### config.mk
export PLATFORM = sky130hd
export DESIGN_NAME = ccl_ram
export DESIGN_NICKNAME = d
export VERILOG_FILES = /design/src/complete_linkage_coassign_cluster_unit_assert.svh /design/src/ccl_ram.sv
export SDC_FILE = /design/constraint.sdc
export NUM_CORES = 1
export LEC_CHECK = 0
export BUFFER_PORTS_ARGS = -buffer_cell sky130_fd_sc_hd__buf_2
export CORE_MARGIN = 1.5
export CORE_UTILIZATION = 61
export CTS_BUF_LIST = sky130_fd_sc_hd__clkbuf_4 sky130_fd_sc_hd__clkbuf_8
export DETAILED_ROUTE_END_ITERATION = 10
export PLACE_DENSITY = 0.78
export SETUP_SLACK_MARGIN = 0.15
export SYNTH_ARGS = -nofsm -noshare
export SYNTH_HDL_FRONTEND = slang
export SYNTH_SLANG_ARGS = --single-unit
### constraint.sdc
create_clock -name clk -period 2.55 [get_ports clk]
set_input_delay 0.1275 -clock clk [delete_from_list [all_inputs] [get_ports clk]]
set_output_delay 0.1275 -clock clk [all_outputs]
set_load 0.05 [all_outputs]
### src/complete_linkage_coassign_cluster_unit_assert.svh
// Assertion macros for the clustering unit.
// Define ASSERT_OFF to compile the checks out.
`ifndef COMPLETE_LINKAGE_COASSIGN_CLUSTER_UNIT_ASSERT_SVH
`define COMPLETE_LINKAGE_COASSIGN_CLUSTER_UNIT_ASSERT_SVH
`ifndef ASSERT_OFF
// Antecedent implies consequent in the same cycle.
`define CCL_ASSERT_IMPL(lbl, clk, rst, ante, cons) \
  lbl: assert property (@(posedge clk) disable iff (rst) (ante) |-> (cons)) \
    else $error("ccl assertion failed");
// Antecedent implies consequent in the next cycle.
`define CCL_ASSERT_NEXT(lbl, clk, rst, ante, cons) \
  lbl: assert property (@(posedge clk) disable iff (rst) (ante) |=> (cons)) \
    else $error("ccl assertion failed");
`else
`define CCL_ASSERT_IMPL(lbl, clk, rst, ante, cons)
`define CCL_ASSERT_NEXT(lbl, clk, rst, ante, cons)
`endif
`endif

### src/ccl_ram.sv
// ----------------------------------------------------------------------------
// ccl_ram
// Generic single write port, single read port RAM with registered read.
// ----------------------------------------------------------------------------
module ccl_ram #(
  parameter int WIDTH = 8,
  parameter int DEPTH = 64,
  localparam int AW = (DEPTH > 1) ? $clog2(DEPTH) : 1
) (
  input  logic             clk,
  input  logic             we,
  input  logic [AW-1:0]    waddr,
  input  logic [WIDTH-1:0] wdata,
  input  logic [AW-1:0]    raddr,
  output logic [WIDTH-1:0] rdata
);

  logic [WIDTH-1:0] mem [DEPTH];

  // Write and registered read
  always_ff @(posedge clk) begin
    if (we) begin
      mem[waddr] <= wdata;
    end
    rdata <= mem[raddr];
  end

endmodule

==> reports/metrics.cfg <==
[floorplanning]
start_util_pct = 61.98
die-area_um2 = 34160
die_y_um = 184.8
die_x_um = 184.8
core_um2 = 32540
std_cell_rows = 66
io_pins = 30

[worst_setup_path]
cpPeakStageDelay_ns = 0.49
slowest_stage = mux4_2
crit_fanout = 1
crit_chain = mux4_2, mux2_2, o221a_2, nor3_1, o32ai_1
path_class = reg2reg
critPathBufInv = 0
timing.rr.start = mem[21][6]
cp_top_family = multiplexers
end_kind = register
r2r_end = rdata[6]
cp.required_ns = 3.03
cp-start-kind = register
worstPathArrival_ns = 2.71
reg2reg_slack_ns = 0.33
r2r_cells = 5

[pwr]
ir_worst_vdd_v = 0.0004935
p_leak_nw = 7.541
power-per-cell-area_nw_per_um2 = 759.7

[place]
dp_hpwl_um = 26780
io_buffers = 29
gp_congestion = 0.8090
post-place-cells = 1461

[grt]
grt_max_degree = 65
overflow = 0
grt_usage_pct = 26.84
grt_pass1_wl_um = 64720
first_global_vias = 10590
antenna_found_initial = 1

[clock_tree]
root_buffer = clkbuf_8
clock-sinks = 520
cts-htree-levels = 3
numCtsBuffers = 79
cts_setup_buffers = 0
clkLatencyLatePin_ns = 0.62
cts_tree = done
cts_buffer_depth = 3
clkTransAtPathRegs_ns = 0.07

[timing]
fmax_mhz = 449.5
rsz0062_at_grt = no
slew_headroom_pct = 20.92
drv_slew = 0
tightest_slew_ns = 1.186
finalClockSkew_ns = 0.03156
post-route-period-util_pct = 87.25
period_needed_ns = 2.225
final-setup-viol-count = 0
hold_violations = 0

[synthesis]
ys_ff_latch = 520
syn-num-nets = 962
synth_area_leaders = edfxtp_1 76%, mux4_2 14%, nor2_1 1.5%
syn_avg_cell_area_um2 = 21.45
yosys.area.top_type = edfxtp_1
netlist_area_um2 = 20170
ys_seq_area_share_pct = 77.03
synth_warnings = 0
netlist_instances = 940
synth.distinct_cells = 40
netlist.area_leader.share_pct = 76.24

[route]
wl_um = 43210
ant_nets = 0
drtPass1Iterations = 7
routedWlPerCell_um = 26.80
drc = 0
drt_iter0_drc = 1251
avgViaCountPerCell = 6.276
vias = 10120

[final_layout]
final_nets = 1129
final_layout_size_suffix_gt1_share_pct = 33.96
fin_util_pct = 71.25
layoutNonFillerInstCount = 1612
n_fill_cell = 1930
area_growth_pct = 14.95

[worst_hold_path]
min_from = wdata[4]
hp-class = in2reg
whs_path_depth = 1
holdPathEnd = mem[33][4]

[run_status]
status = completed

[run]
cap_viol_max_count = 0

## timing repair
item                       4_1_cts  5_1_grt
gates resized for setup          0        1
hold endpoints to repair        43        0
setup endpoints to repair        0        1
hold buffers                     7        0
## area by class of cell
class                   count  area (µm²)  area share [%]
clock buffers             107        1329           5.732
well taps                 442       553.0           2.386
multi-input cells         369        4320           18.64
diodes                      1       2.502         0.01080
repair buffers            137        1100           4.744
clock inverters            36       341.6           1.474
flip-flops and latches    520       15530           67.02
## through the flow
step	instance area, µm²	setup WS (ns)	power, mW	setup TNS, ns	hold slack, ns
finish	23180	0.3251	17.61	0	0.04795
global route	23180	0.3187	18.15	0	0.05293
CTS	23170	0.1955	17.72	0	0.02469
detailed placement	21430	-0.03179	10.62	-0.03179	0.3755
global placement	21430	0.01091	10.59	0	0.3739
floorplan	20170	0.7548	10.22	0	0.2264
## registers in the layout, summed over array words and instances (netlist names)
name and cells:
mem 512, rdata 8
## synth_stat cells
master     instances
nor2_1            83
o21ai_1            2
buf_6              4
mux2i_1           23
dfxtp_1            8
buf_1              4
o221ai_1           8
o22ai_1            8
o21a_1             2
o2111ai_1          3
and2_1             1
a22oi_1            3
o311ai_1           1
a221oi_1           6
o41ai_1            2
nand2b_1           7
nand4b_1           1
or3_1              1
o221a_2            2
a2111oi_0          2
a21oi_1            3
mux2_2            13
buf_12             2
o2bb2ai_1          3
a31oi_1            1
mux4_2           126
buf_4             13
nand3b_1           3
edfxtp_1         512
nor4_1             2
nor3_1             7
a211oi_1           4
o21ai_0            2
nor2b_1           14
o32ai_1            2
nand2_1           19
nand4_1            2
buf_2             11
clkbuf_1          17
nand3_1           13
## placed cells by master, fill, tap and decap left out, drive strengths merged, types with 7 or more instances in the layout
cell type    count
nor3             7
nand2           19
o22ai            8
nand3           13
edfxtp         512
mux2            13
nor2            83
mux2i           23
clkbuf         108
o221ai           8
dlygate4sd3      7
bufinv           7
dfxtp            8
clkinv          26
nand2b           7
mux4           126
buf            129
nor2b           14
## cell families (layout without fill, tap and decap cells)
group	Yosys count	in the layout	share of synthesized area (%)
mux	162	162	15.94
other cells	0	1	0
buf+inv	51	280	1.570
flops	520	520	77.03
simple gates	153	153	3.387
compound gates	54	54	2.072
## layer usage
| metal | wire, µm | vias to the layer above | global-route usage, % |
|---|---|---|---|
| met4 | 1582 | 0 | 11.45 |
| met3 | 3882 | 99 | 4.974 |
| li1 | - | 4274 | - |
| met5 | 0 | - | 0 |
| met2 | 21580 | 554 | 43.41 |
| met1 | 16160 | 5190 | 36.55 |
## worst max-delay path by stage
stage                     from  depth (start not counted)  endpoint
floorplan             raddr[1]                          7  rdata[3]
CTS                 mem[29][4]                          5  rdata[4]
detailed placement    raddr[0]                          8  rdata[4]
global route        mem[21][4]                          5  rdata[4]
finish              mem[21][6]                          5  rdata[6]
global placement      raddr[0]                          6  rdata[4]
## power by group
group          total (mW)  leakage, nW  switching [mW]  internal [mW]
clock                7.17        0.873            3.07           4.10
combinational       0.949         1.99           0.582          0.367
sequential           9.50         4.67          0.0340           9.46
Power figures use the tool's default switching activity.
