$ cat config.mk
export PLATFORM = sky130hd
export DESIGN_NAME = ccl_cfg
export DESIGN_NICKNAME = d
export VERILOG_FILES = /design/src/complete_linkage_coassign_cluster_unit_assert.svh /design/src/ccl_pkg.sv /design/src/ccl_cfg.sv
export SDC_FILE = /design/constraint.sdc
export NUM_CORES = 1
export LEC_CHECK = 0
export BUFFER_PORTS_ARGS = -buffer_cell sky130_fd_sc_hd__buf_2
export CORE_MARGIN = 2
export CORE_UTILIZATION = 39
export CTS_CLUSTER_SIZE = 14
export DETAILED_ROUTE_END_ITERATION = 10
export GPL_TIMING_DRIVEN = 0
export HOLD_SLACK_MARGIN = 0.02
export PLACE_DENSITY = 0.81
export SLEW_MARGIN = 20
export SYNTH_ARGS = -nofsm -noshare
export SYNTH_HDL_FRONTEND = slang
export SYNTH_SLANG_ARGS = --single-unit
$ cat constraint.sdc
create_clock -name clk -period 1.3 [get_ports clk]
set_input_delay 0.195 -clock clk [delete_from_list [all_inputs] [get_ports clk]]
set_output_delay 0.195 -clock clk [all_outputs]
set_load 0.05 [all_outputs]
$ cat src/complete_linkage_coassign_cluster_unit_assert.svh
// Assertion macros for the clustering unit.
// Define ASSERT_OFF to compile the checks out.
`ifndef COMPLETE_LINKAGE_COASSIGN_CLUSTER_UNIT_ASSERT_SVH
`define COMPLETE_LINKAGE_COASSIGN_CLUSTER_UNIT_ASSERT_SVH
`ifndef ASSERT_OFF
// Antecedent implies consequent in the same cycle.
`define CCL_ASSERT_IMPL(lbl, clk, rst, ante, cons) \
  lbl: assert property (@(posedge clk) disable iff (rst) (ante) |-> (cons)) \
    else $error("ccl assertion failed");
// Antecedent implies consequent in the next cycle.
`define CCL_ASSERT_NEXT(lbl, clk, rst, ante, cons) \
  lbl: assert property (@(posedge clk) disable iff (rst) (ante) |=> (cons)) \
    else $error("ccl assertion failed");
`else
`define CCL_ASSERT_IMPL(lbl, clk, rst, ante, cons)
`define CCL_ASSERT_NEXT(lbl, clk, rst, ante, cons)
`endif
`endif

$ cat src/ccl_pkg.sv
// ----------------------------------------------------------------------------
// ccl_pkg
// Shared types and constants of the co-assignment clustering unit.
// ----------------------------------------------------------------------------
package ccl_pkg;

  localparam int ID_W    = 7;
  localparam int ITEMS_W = 7;
  localparam int RUNS_W  = 9;

  localparam logic [ITEMS_W-1:0] ITEMS_RESET = 7'd64;
  localparam logic [RUNS_W-1:0]  RUNS_RESET  = 9'd256;

  // Register index codes (paddr bit 2)
  localparam logic REG_ITEMS = 1'b0;
  localparam logic REG_RUNS  = 1'b1;

  // Clamped configuration seen by the sequencer
  typedef struct packed {
    logic [ITEMS_W-1:0] n_eff;
    logic [RUNS_W-1:0]  r_eff;
    logic               wr;
  } cfg_t;

endpackage

$ cat src/ccl_cfg.sv
// ----------------------------------------------------------------------------
// ccl_cfg
// APB register file: item count and run count, clamped to their ranges.
// ----------------------------------------------------------------------------
module ccl_cfg #(
  parameter int MAX_ITEMS = 64,
  parameter int MAX_RUNS  = 256
) (
  input  logic         clk,
  input  logic         rst,
  input  logic         psel,
  input  logic         penable,
  input  logic         pwrite,
  input  logic [2:0]   paddr,
  input  logic [31:0]  pwdata,
  output logic [31:0]  prdata,
  output logic         pready,
  output ccl_pkg::cfg_t cfg
);
  import ccl_pkg::*;

  logic [ITEMS_W-1:0] num_items;
  logic [RUNS_W-1:0]  num_runs;
  logic               wr;

  assign wr     = psel & penable & pwrite;
  assign pready = 1'b1;

  // Register writes
  always_ff @(posedge clk) begin
    if (rst) begin
      num_items <= ITEMS_RESET;
      num_runs  <= RUNS_RESET;
    end else if (wr) begin
      case (paddr[2])
        REG_ITEMS: num_items <= pwdata[ITEMS_W-1:0];
        REG_RUNS:  num_runs  <= pwdata[RUNS_W-1:0];
        default:   num_items <= num_items;
      endcase
    end
  end

  // Read back
  always_comb begin
    case (paddr[2])
      REG_ITEMS: prdata = {25'd0, num_items};
      REG_RUNS:  prdata = {23'd0, num_runs};
      default:   prdata = 32'd0;
    endcase
  end

  // Clamp to legal ranges
  always_comb begin
    cfg.wr = wr;
    if (num_items < 7'd2) begin
      cfg.n_eff = 7'd2;
    end else if (32'(num_items) > MAX_ITEMS) begin
      cfg.n_eff = ITEMS_W'(MAX_ITEMS);
    end else begin
      cfg.n_eff = num_items;
    end
    if (num_runs == 9'd0) begin
      cfg.r_eff = 9'd1;
    end else if (32'(num_runs) > MAX_RUNS) begin
      cfg.r_eff = RUNS_W'(MAX_RUNS);
    end else begin
      cfg.r_eff = num_runs;
    end
  end

endmodule

==> run summary, run 1 <==
The number of global-route vias before repair is 940. Counting every sink on the clock net gives 16. The critical path is of the reg -> out type. The top achievable clock speed came out at 569 MHz. The flow ran to the end, but the final reports show violations. The met1 routed wirelength after detailed routing is 1.12 mm. The post-route antenna net violation count is 0.

The startpoint identified for the worst register-to-register timing path is num_runs[8]. After legalization and detailed placement, the total HPWL measured 1.88 mm. The min-delay analysis places its worst path in the category in -> reg.

The analysis attributes to cell leakage a power of ~0.9 nW. Of all cell types, the one taking the most synthesized area is sky130_fd_sc_hd__dfxtp_1. Setup repair after global routing could not meet its margin everywhere.

The die covers 0.00326 mm². Tracing the worst setup path back leads to its startpoint at num_items[2]. The worst hold path begins at pwdata[7].

The mapped cell area is 0.00110 mm². The clock period minus final worst setup slack is between 1.5 and 2 ns. The global-route congestion overflow total is 0. The total count of max-transition violations in the final report is 0.

The area growth from synthesis to layout is 68.1%. The detailed route wirelength on metal2 is ~1.5 mm. The buffer type at the clock tree root is sky130_fd_sc_hd__clkbuf_4. The met3 routed wirelength is 233 µm.

The flop and latch count out of synthesis came out at 16. The endpoint class of the critical path is an output port. The startpoint type of the worst setup path is a flip-flop. The internal power of the cells is 0.000828 W. The cell area power density came out at approximately 690 mW/mm². The switching power came out at between 0.0004 and 0.0005 W. After synthesis, the mean cell area works out to approximately 8.7 µm². The number of H-tree levels came out at 1.

After synthesis, the cell types taking the most area are sky130_fd_sc_hd__dfxtp_1 (29%), sky130_fd_sc_hd__buf_4 (17%), sky130_fd_sc_hd__mux2i_1 (15%). The initial antenna violation count came to 0. Of the total power, registers draw 0.400. The worst-case hold slack came out at 0.157 ns. The global-route wire length before repair came out at 4.28 mm. Across the VDD grid, the largest voltage drop is 0.000573 V. The post-CTS clock slew at the launch and capture registers of the worst setup and hold paths is around 0.090 ns. The net count of the finished layout is 242. TritonCTS built the clock tree. The number of I/O port buffers is 40. The total count of hold-check failures in the final report is 0.

The checks that failed: negative setup slack. The die is 57.1 µm wide. The setup skew after layout is 0 ns. The data arrival time of the critical path is between 1.5 and 2 ns. The number of instances in the synthesized netlist is roughly 130. Entering global routing, the biggest net connects 11 pins. The sequential-to-total area share from yosys stat is 0.291. The core box area is 0.00271 mm². Of the post-synthesis cell area, the dominant cell type holds 0.291. The detailed-router iteration count before antenna repair is 4. The average routed wire per standard cell came out at about 13 µm.

The routed layout has 1,023 vias. Of the cells placed in the final design, the portion with a size suffix greater than 1 is 0.582. Wires add up to slightly below 3 mm. The routed via count divided by cell count is 4.41. The remaining design rule violation count is 0. The core utilization of the finished layout came out at 0.683. The number of diodes came out at 0.

The required time at the endpoint of the critical path came out at 1.11 ns. The count of warnings emitted by yosys came out at 0. The top-level I/O count is 90. After detailed routing, no signal wire sits above met4.

Of the total power, combinational logic draws 0.341. The final count of negative-setup-slack endpoints came out at 14. TritonCTS created 3 clock buffers. Clock latency on the worst-skew pair, taken at its later pin, is 0.29 ns. The reported max-cap violation count came out at 0. The clock passes through at most 2 buffers. The initial DRC count came out at 16. The clock share of power is 0.259.

The post-place instance area came out at around 0.0015 mm². The starting density of the core is 0.406. The maximum fanout encountered on the critical timing path came out at 2.

The routability-driven placement congestion ratio is 0.745. Of the total power, the share spent switching nets is 0.354. The chip height came out at 57.1 µm. The cell area after layout is approximately 0.0019 mm².

The number of different library cells used by synthesis comes to 23. The overall fraction of global-route tracks in use is 0.173. In the finished design, the share of the clock period the worst path needs comes to 1.35.

The row count came out at 19. Setup slack on the critical path of the routed design comes to -0.459 ns.
stage by stage:
stage          setup slack [ns]  cells  setup TNS, ns  total power [W]
3_5_place_dp             -0.217    220          -1.06         0.000909
2_1_floorplan            -0.224    149         -0.531         0.000855
3_3_place_gp             -0.206    220         -0.760         0.000907
6_report                 -0.459    232          -1.99          0.00128
5_1_grt                  -0.483    232          -2.49          0.00133
4_1_cts                  -0.463    231          -2.18          0.00127
power groups by stage:
| stage | Combinational [W] | Clock, W | Sequential [W] |
|---|---|---|---|
| 2_1_floorplan | 0.000335 | 0 | 0.000519 |
| 3_3_place_gp | 0.000384 | 0 | 0.000523 |
| 3_5_place_dp | 0.000386 | 0 | 0.000523 |
| 4_1_cts | 0.000421 | 0.000334 | 0.000511 |
| 5_1_grt | 0.000457 | 0.000360 | 0.000514 |
| 6_report | 0.000437 | 0.000332 | 0.000512 |
final timing paths:
path                                     to  slack, ns  depth (start not counted)
worst max-delay path                cfg[10]      -0.46                          3
worst min-delay path            num_runs[7]       0.16                          3
worst max register to register  num_runs[8]       0.39                          4
worst min register to register  num_runs[7]       0.49                          2
final cells by class:
class / instances / area, µm²
Buffer: 33 / 245
Clock buffer: 4 / 36.3
Fill cell: 233 / 860
Inverter: 3 / 13.8
Multi-Input combinational cell: 97 / 741
Sequential cell: 16 / 339
Tap cell: 31 / 38.8
Timing Repair Buffer: 48 / 437
sequential cells by signal, summed over array words and instances (netlist names):
register and count:
num_items 7, num_runs 9
placed cells by master, fill, tap and decap left out:
master	Yosys	layout
sky130_fd_sc_hd__a21oi_2	0	1
sky130_fd_sc_hd__and2_1	2	1
sky130_fd_sc_hd__and2_4	0	1
sky130_fd_sc_hd__and3_1	1	1
sky130_fd_sc_hd__and4_1	1	1
sky130_fd_sc_hd__buf_2	3	19
sky130_fd_sc_hd__buf_4	25	30
sky130_fd_sc_hd__buf_6	0	19
sky130_fd_sc_hd__buf_8	0	4
sky130_fd_sc_hd__clkbuf_1	5	4
sky130_fd_sc_hd__clkbuf_16	0	2
sky130_fd_sc_hd__clkbuf_4	0	6
sky130_fd_sc_hd__clkbuf_8	0	1
sky130_fd_sc_hd__conb_1	2	24
sky130_fd_sc_hd__dfxtp_1	16	3
sky130_fd_sc_hd__dfxtp_2	0	12
sky130_fd_sc_hd__dfxtp_4	0	1
sky130_fd_sc_hd__inv_1	3	2
sky130_fd_sc_hd__inv_4	0	1
sky130_fd_sc_hd__mux2_2	5	3
sky130_fd_sc_hd__mux2_4	0	2
sky130_fd_sc_hd__mux2i_1	16	16
sky130_fd_sc_hd__nand2_1	2	2
sky130_fd_sc_hd__nand2b_1	21	21
sky130_fd_sc_hd__nand4b_1	1	1
sky130_fd_sc_hd__nor2_1	4	4
sky130_fd_sc_hd__nor2b_1	11	3
sky130_fd_sc_hd__nor2b_4	0	8
sky130_fd_sc_hd__o211a_4	0	1
sky130_fd_sc_hd__o21ai_2	0	2
sky130_fd_sc_hd__o22ai_4	0	1
sky130_fd_sc_hd__or2b_1	1	1
sky130_fd_sc_hd__or4_4	1	3
Yosys cell counts:
| master | count |
|---|---|
| sky130_fd_sc_hd__nand2_1 | 2 |
| sky130_fd_sc_hd__o21ai_0 | 2 |
| sky130_fd_sc_hd__nand4b_1 | 1 |
| sky130_fd_sc_hd__o211a_1 | 1 |
| sky130_fd_sc_hd__nand2b_1 | 21 |
| sky130_fd_sc_hd__and3_1 | 1 |
| sky130_fd_sc_hd__buf_2 | 3 |
| sky130_fd_sc_hd__or4_1 | 2 |
| sky130_fd_sc_hd__or2b_1 | 1 |
| sky130_fd_sc_hd__a21oi_1 | 1 |
| sky130_fd_sc_hd__clkbuf_1 | 5 |
| sky130_fd_sc_hd__conb_1 | 2 |
| sky130_fd_sc_hd__dfxtp_1 | 16 |
| sky130_fd_sc_hd__and2_1 | 2 |
| sky130_fd_sc_hd__or4_4 | 1 |
| sky130_fd_sc_hd__buf_4 | 25 |
| sky130_fd_sc_hd__and4_1 | 1 |
| sky130_fd_sc_hd__o22ai_1 | 1 |
| sky130_fd_sc_hd__mux2i_1 | 16 |
| sky130_fd_sc_hd__inv_1 | 3 |
| sky130_fd_sc_hd__mux2_2 | 5 |
| sky130_fd_sc_hd__nor2_1 | 4 |
| sky130_fd_sc_hd__nor2b_1 | 11 |
worst max-delay path, stage by stage, from the launching register on:
cell	delay, ns
sky130_fd_sc_hd__dfxtp_2	0.33
sky130_fd_sc_hd__or4_4	0.55
sky130_fd_sc_hd__o211a_4	0.25
sky130_fd_sc_hd__buf_8	0.14
cell families (layout without fill, tap and decap cells):
kind of cell | count (synthesis) | after routing | share of synthesized area
DFF | 16 | 16 | 0.291
other | 2 | 24 | 0.00682
and+or+nand+nor | 47 | 47 | 0.266
muxes | 21 | 21 | 0.197
AOI/OAI and AO/OA | 5 | 5 | 0.0284
buffers and inverters | 36 | 88 | 0.211
metal layers:
metal / GRT usage / vias up
met5: 0 / -
met3: 0.0499 / 6
met2: 0.304 / 44
li1: - / 513
met1: 0.206 / 460
met4: 0.0498 / 0
timing repair:
item | CTS | global route
pin swaps | 2 | 4
buffers inserted | 6 | 3
setup endpoints to repair | 20 | 22
hold buffers | 0 | 0
gates resized for setup | 66 | 24
gates cloned | 1 | 0
hold endpoints to repair | 0 | 0
No activity file was read; power rests on OpenSTA's default activity.
==> inputs of run 2 (changes only) <==
CORE_ASPECT_RATIO = 0.75   (was default)
==> run summary, run 2 (same netlist as run 1, synthesis figures left out) <==
The run finished, with violations left. The final reports fail on negative setup slack. The remaining design rule violation count came to 0 (unchanged). The switching part of the total power is 0.349 (-0.00529). The switching power is 0.000454 W (about the same). The cell area power density came out at 775 mW/mm² (+12%).

The buffer type at the clock tree root is sky130_fd_sc_hd__clkbuf_8. The internal power of the cells is 0.000847 W (+2.3%). The clock latency on the worst-skew pair came out at 0.25 ns (-0.04 ns). The required time at the endpoint of the critical path came out at 1.11 ns (about the same). The starting density of the core came out at 0.417 (+0.0104). The maximum fanout encountered on the critical timing path came out at 2 (unchanged).

The top achievable clock speed came out at 582 MHz (+2.4%). The total count of max-transition violations in the final report came to 0 (unchanged). The number of buffers created by CTS was 3 (unchanged). The clock period minus final worst setup slack is 1.72 ns (-0.0415 ns). The maximum root-to-sink buffer count is 2 (unchanged). The largest registers in the layout are num_runs: 9 flops, num_items: 7 flops. The detailed-router iteration count before antenna repair is 3 (-1). The largest voltage drop on the vdd net is 0.000518 V (-9.6%).

The number of flip-flops in the largest register is 9 (unchanged). The post-route antenna net violation count came out at 0 (unchanged). The highest cell delay on the worst timing path was 0.55 ns (about the same). The critical-path cell with the highest stage delay is sky130_fd_sc_hd__or4_4. The number of standard cells in the final layout excluding fillers came to 232 (unchanged). The post-CTS clock slew at the launch and capture registers of the worst setup and hold paths came to 0.06 ns (-0.03 ns). The fraction of layout instances using a drive strength above 1 is 0.526 (-0.0566). The total count of hold-check failures in the final report came to 0 (unchanged). Leaving out fill and tap cells, the most frequent cells in the layout are sky130_fd_sc_hd__buf_4 (35), sky130_fd_sc_hd__buf_2 (24), sky130_fd_sc_hd__conb_1 (24).

The global-route congestion overflow total came out at 0 (unchanged). The part of the power in registers is 0.394 (-0.006). The overall fraction of global-route tracks in use came out at 0.164 (-0.00929). The number of cells in the design after placement came to 225 (+2.3%). The x dimension of the die was 65.4 µm (+14%). The setup skew after layout was 0 ns (unchanged).

The number of diodes is 0 (unchanged). The layout-stage area growth over the synthesis result came out at 52.4%. The reported max-cap violation count came out at 0 (unchanged). The total number of vias came to 957 (-6.5%). The critical path in this run is classified as reg -> out. The number of H-tree levels is 1 (unchanged). The overall power after layout is 0.00130 W (+1.4%).

The core box area came out at 0.00264 mm² (-2.5%). The post-place instance area came to 0.00148 mm² (+0.43%). TritonCTS built the clock tree. Setup repair after global routing could not meet its margin everywhere. The row count is 16 (-3). The initial DRC count was 21 (+5). The critical path goes through or4_4, o211a_4, buf_8. The final critical-path setup slack came out at -0.417 ns (+0.0415 ns).

The routability-driven placement congestion ratio came out at 0.813 (+9.2%). The area enclosed by the die boundary is 0.00327 mm² (+0.13%). The initial antenna violation count is 0 (unchanged).

The sum of routed wire length over all layers is 2.61 mm (-10%). The leakage power figure is 0.854 nW (-6.4%). The placed wire-length estimate is 1.91 mm (+1.2%). The register with the most flip-flops is num_runs.

The average routed wire per standard cell is 11.3 µm (-10%). The largest net degree at the start of global routing came out at 11 (unchanged). The chip height is 50.0 µm (-12%). The top-level I/O count came to 90 (unchanged). The final count of negative-setup-slack endpoints came out at 5 (-9). The cell area after layout is 0.00168 mm² (-9.3%).

The combinational share of power came out at 0.317 (-0.024). The tightest min-delay check is of the in -> reg type. The number of global-route vias before repair is 878 (-6.6%). The final net count came out at 238 (-1.7%). The fraction of the cycle the final worst path needs came out at 1.32 (-0.0319).

The data arrival time of the critical path is 1.52 ns (-0.04 ns). STA classifies the critical path endpoint as an output port. The startpoint type of the worst setup path is a flip-flop. The sink count of the clock tree came out at 16 (unchanged). The global-route wire length before repair is 4.06 mm (-5.3%). The routed via count divided by cell count is 4.13 (-6.5%). Leaving out fill and tap cells, the most frequent cell in the layout is sky130_fd_sc_hd__buf_4. The clock share of power is 0.289 (+0.030). The post-cts hold buffer count is 0 (unchanged). The number of I/O port buffers came out at 40 (unchanged).
## run 2: cell count changes in the layout (fill, tap and decap cells not counted), sizes merged
| cell | change |
|---|---|
| buf | -1 |
| clkbuf | -4 |
## run 2: path summary, 6_finish.rpt
path                                    from           end  slack, ns  cells past startpoint
worst max-delay path            num_items[3]       cfg[10]      -0.42                      3
worst min-delay path               pwdata[7]   num_runs[7]       0.20                      3
worst max register to register  num_items[2]  num_items[2]       0.47                      3
worst min register to register   num_runs[1]   num_runs[1]       0.49                      2
## run 2: area by class of cell
type / count / area (µm²)
sequential: 16 / 333
buffer: 33 / 235
timing repair buffer: 44 / 324
inverter: 3 / 11.3
fill: 222 / 965
clock buffer: 3 / 41.3
multi-input combinational: 97 / 688
tap: 36 / 45.0
## run 2: power groups by stage
stage          combinational, W  clock, W  sequential [W]
6_report               0.000412  0.000376        0.000512
5_1_grt                0.000432  0.000399        0.000513
4_1_cts                0.000401  0.000381        0.000511
3_5_place_dp           0.000386         0        0.000523
3_3_place_gp           0.000385         0        0.000523
2_1_floorplan          0.000335         0        0.000519
## run 2: stage by stage
step           setup slack, ns  hold slack, ns  setup TNS, ns  utilization
3_5_place_dp            -0.248           0.473          -1.43        0.558
5_1_grt                 -0.441           0.233          -1.26        0.635
3_3_place_gp            -0.245           0.467          -1.34        0.558
6_report                -0.417           0.201          -1.13        0.635
2_1_floorplan           -0.224           0.350         -0.531            -
4_1_cts                 -0.421           0.207          -1.14        0.617
## run 2: worst max-delay path: cells and delay by family (launching register included)
family,cells,cell delay (ns)
simple gates,1,0.55
flops,1,0.32
compound gates,1,0.25
buf+inv,1,0.14
## run 2: layer usage
layer,wire length (µm),track usage,share of wire
met1,1150,0.195,0.44
met2,1220,0.279,0.47
met3,205,0.0479,0.079
met4,39,0.0625,0.015
met5,0,0,0
## run 2: timing repair
item | in CTS | in global routing
pin swaps | 3 | 2
endpoints found under the setup margin | 17 | 11
buffers inserted | 2 | 2
gates resized for setup | 35 | 15
==> inputs of run 3 (changes only) <==
CELL_PAD_IN_SITES_DETAIL_PLACEMENT = 0   (was default)
CELL_PAD_IN_SITES_GLOBAL_PLACEMENT = 1   (was default)
CORE_UTILIZATION = 26   (was 39)
PLACE_DENSITY = default   (was 0.81)
PLACE_DENSITY_LB_ADDON = 0.1   (was default)
==> run summary, run 3 (same netlist as run 1, synthesis figures left out) <==
The largest registers in the layout are num_runs: 9 flops, num_items: 7 flops. The clock period minus final worst setup slack was 1.71 ns (-0.00739 ns). For this design, the slowest cell found on the critical path is sky130_fd_sc_hd__or4_4. The internal power of the cells is 0.000844 W (-0.31%).

The total count of max-transition violations in the final report is 0 (unchanged). The maximum fanout encountered on the critical timing path is 2 (unchanged). The switching part of the total power came out at 0.347 (-0.00229). The tree is rooted in a sky130_fd_sc_hd__clkbuf_8. The row count is 20 (+4). The detailed-router iteration count before antenna repair came out at 4 (+1). The family with the most delay on the worst path is simple AND/OR/NAND/NOR gates.

The core box area came out at 0.00405 mm² (+53%). The top cell types in the final layout, fill and taps aside, are sky130_fd_sc_hd__buf_4 (33), sky130_fd_sc_hd__buf_2 (25), sky130_fd_sc_hd__conb_1 (24). The largest net degree at the start of global routing is 11 (unchanged). The starting density of the core came out at 0.272 (-0.145). The accumulated negative setup slack came to -1.19 ns (-0.0588 ns). The end point of the most critical hold path is num_runs[8].

The final critical-path setup slack came to -0.410 ns (+0.00739 ns). The startpoint identified for the worst hold timing path is pwdata[8]. The number of flip-flops in the largest register is 9 (unchanged).

The worst setup path is captured at an output port. The post-CTS clock slew at the launch and capture registers of the worst setup and hold paths came out at 0.06 ns (about the same). The cell depth of the worst hold path came out at 3 (unchanged).

The cell area after layout came to 0.00170 mm² (+1.3%). The highest cell delay on the worst timing path came to 0.55 ns (about the same). The reported max-cap violation count came out at 0 (unchanged). The final net count is 237 (-0.42%). The core utilization of the finished layout is 0.419 (-0.216). The final reports fail on negative setup slack.

The class of the tightest hold or removal check is in -> reg. The average routed wire per standard cell was 11.0 µm (-2.0%). The clock share of power is 0.285 (-0.004). The routability-driven placement congestion ratio came to 0.766 (-5.8%). The critical path in this run is classified as reg -> out.

The part of the power in registers is 0.396 (+0.002). The area enclosed by the die boundary came to 0.00478 mm² (+46%). The chip height came to 60.4 µm (+21%).

The fraction of the cycle the final worst path needs was 1.32 (-0.00568). The post-route antenna net violation count is 0 (unchanged). The number of H-tree levels is 1 (unchanged). The post-cts hold buffer count is 0 (unchanged).

The total count of hold-check failures in the final report is 0 (unchanged). The CTS tree is yes. The required time at the endpoint of the critical path is 1.11 ns (about the same). The sum of routed wire length over all layers came out at 2.76 mm (+5.6%).

The clock latency on the worst-skew pair came out at 0.25 ns (about the same). The fraction of layout instances using a drive strength above 1 is 0.528 (+0.00269). Leaving out fill and tap cells, the most frequent cell in the layout is sky130_fd_sc_hd__buf_4. The number of I/O port buffers is 40 (unchanged).

The number of buffers created by CTS came out at 3 (unchanged). The final count of negative-setup-slack endpoints came out at 4 (-1). The total number of vias is 968 (+1.1%). The initial antenna violation count is 0 (unchanged).

The worst reg-to-reg setup slack was 0.50 ns (+0.03 ns). The initial DRC count is 21 (unchanged). The top-level I/O count was 90 (unchanged).

The remaining design rule violation count is 0 (unchanged). The worst register-to-register path ends at num_runs[8]. The worst setup path is launched from a flip-flop. The combinational share of power came out at 0.319 (+0.002). The path depth of the worst reg2reg path is 3 (unchanged).

The largest voltage drop on the vdd net is 0.000349 V (-33%). The routed via count divided by cell count is 3.87 (-6.1%). The switching power is 0.000448 W (-1.3%). The data arrival time of the critical path is 1.51 ns (about the same).

The run finished, with violations left. The layout-stage area growth over the synthesis result came out at 54.3%. The x dimension of the die is 79.1 µm (+21%).

The number of diodes came to 0 (unchanged). The worst register-to-register path begins at num_runs[8]. Traced cell by cell, the critical path runs through or4_4, o211a_4, buf_8.

The sink count of the clock tree was 16 (unchanged). The top achievable clock speed came to 585 MHz (+0.43%). The leakage power figure came out at 0.846 nW (-0.92%).

The buffer and inverter count on the worst path came out at 1 (unchanged). The placed wire-length estimate came out at 2.18 mm (+14%). The setup skew after layout is 0 ns (unchanged).

The overall fraction of global-route tracks in use is 0.115 (-0.0493). The maximum root-to-sink buffer count came to 2 (unchanged). The global-route congestion overflow total is 0 (unchanged). The number of global-route vias before repair came to 853 (-2.8%). The cell area power density is 760 mW/mm² (-1.9%). The register with the most flip-flops is num_runs.

The global-route wire length before repair came out at 4.06 mm (unchanged). The post-place instance area is 0.00150 mm² (+1.6%). Setup repair after global routing could not meet its margin everywhere.
==> run 3: power groups by stage <==
stage / registers [W] / clock network [W] / logic (W)
2_1_floorplan: 0.000519 / 0 / 0.000335
5_1_grt: 0.000513 / 0.000410 / 0.000433
6_report: 0.000512 / 0.000368 / 0.000412
3_3_place_gp: 0.000523 / 0 / 0.000389
4_1_cts: 0.000511 / 0.000385 / 0.000407
3_5_place_dp: 0.000523 / 0 / 0.000390
==> run 3: worst min-delay path, stage by stage <==
cell and delay, ns:
sky130_fd_sc_hd__buf_2 0.08, sky130_fd_sc_hd__nor2_1 0.03, sky130_fd_sc_hd__mux2i_1 0.11
==> run 3: what timing repair did <==
action	in CTS	in global routing
cloned	1	0
pin swaps	2	0
gates resized for setup	33	16
setup endpoints to repair	18	12
buffers inserted	1	1
==> run 3: cell type report <==
type / instances / area [µm²]
fillers: 429 / 2350
flip-flops and latches: 16 / 330
clock buffers: 3 / 41.3
repair buffers: 43 / 314
well taps: 55 / 68.8
multi-input cells: 97 / 699
plain buffers: 33 / 234
inverters: 3 / 11.3
==> run 3: worst max path at each step <==
stage / start / cells after the start / to
3_3_place_gp: num_items[2] / 3 / cfg[10]
2_1_floorplan: num_items[2] / 2 / cfg[11]
3_5_place_dp: num_items[2] / 3 / cfg[10]
5_1_grt: num_items[3] / 3 / cfg[10]
4_1_cts: num_items[3] / 3 / cfg[10]
6_report: num_items[3] / 3 / cfg[10]
==> run 3: layer usage <==
| metal | wire [µm] | track usage | vias up | share of wire |
|---|---|---|---|---|
| met1 | 1280 | 0.147 | 429 | 0.47 |
| met5 | 0 | 0 | - | 0 |
| met4 | 9 | 0.0296 | 0 | 0.0033 |
| li1 | - | - | 499 | - |
| met2 | 1220 | 0.183 | 38 | 0.44 |
| met3 | 242 | 0.0476 | 2 | 0.088 |
==> run 3: stage by stage <==
step	hold WS (ns)	setup slack [ns]	total power (W)	instances
global route	0.201	-0.442	0.00136	250
global placement	0.461	-0.212	0.000912	244
floorplan	0.350	-0.224	0.000855	149
detailed placement	0.470	-0.216	0.000913	244
finish	0.209	-0.410	0.00129	250
CTS	0.207	-0.423	0.00130	249
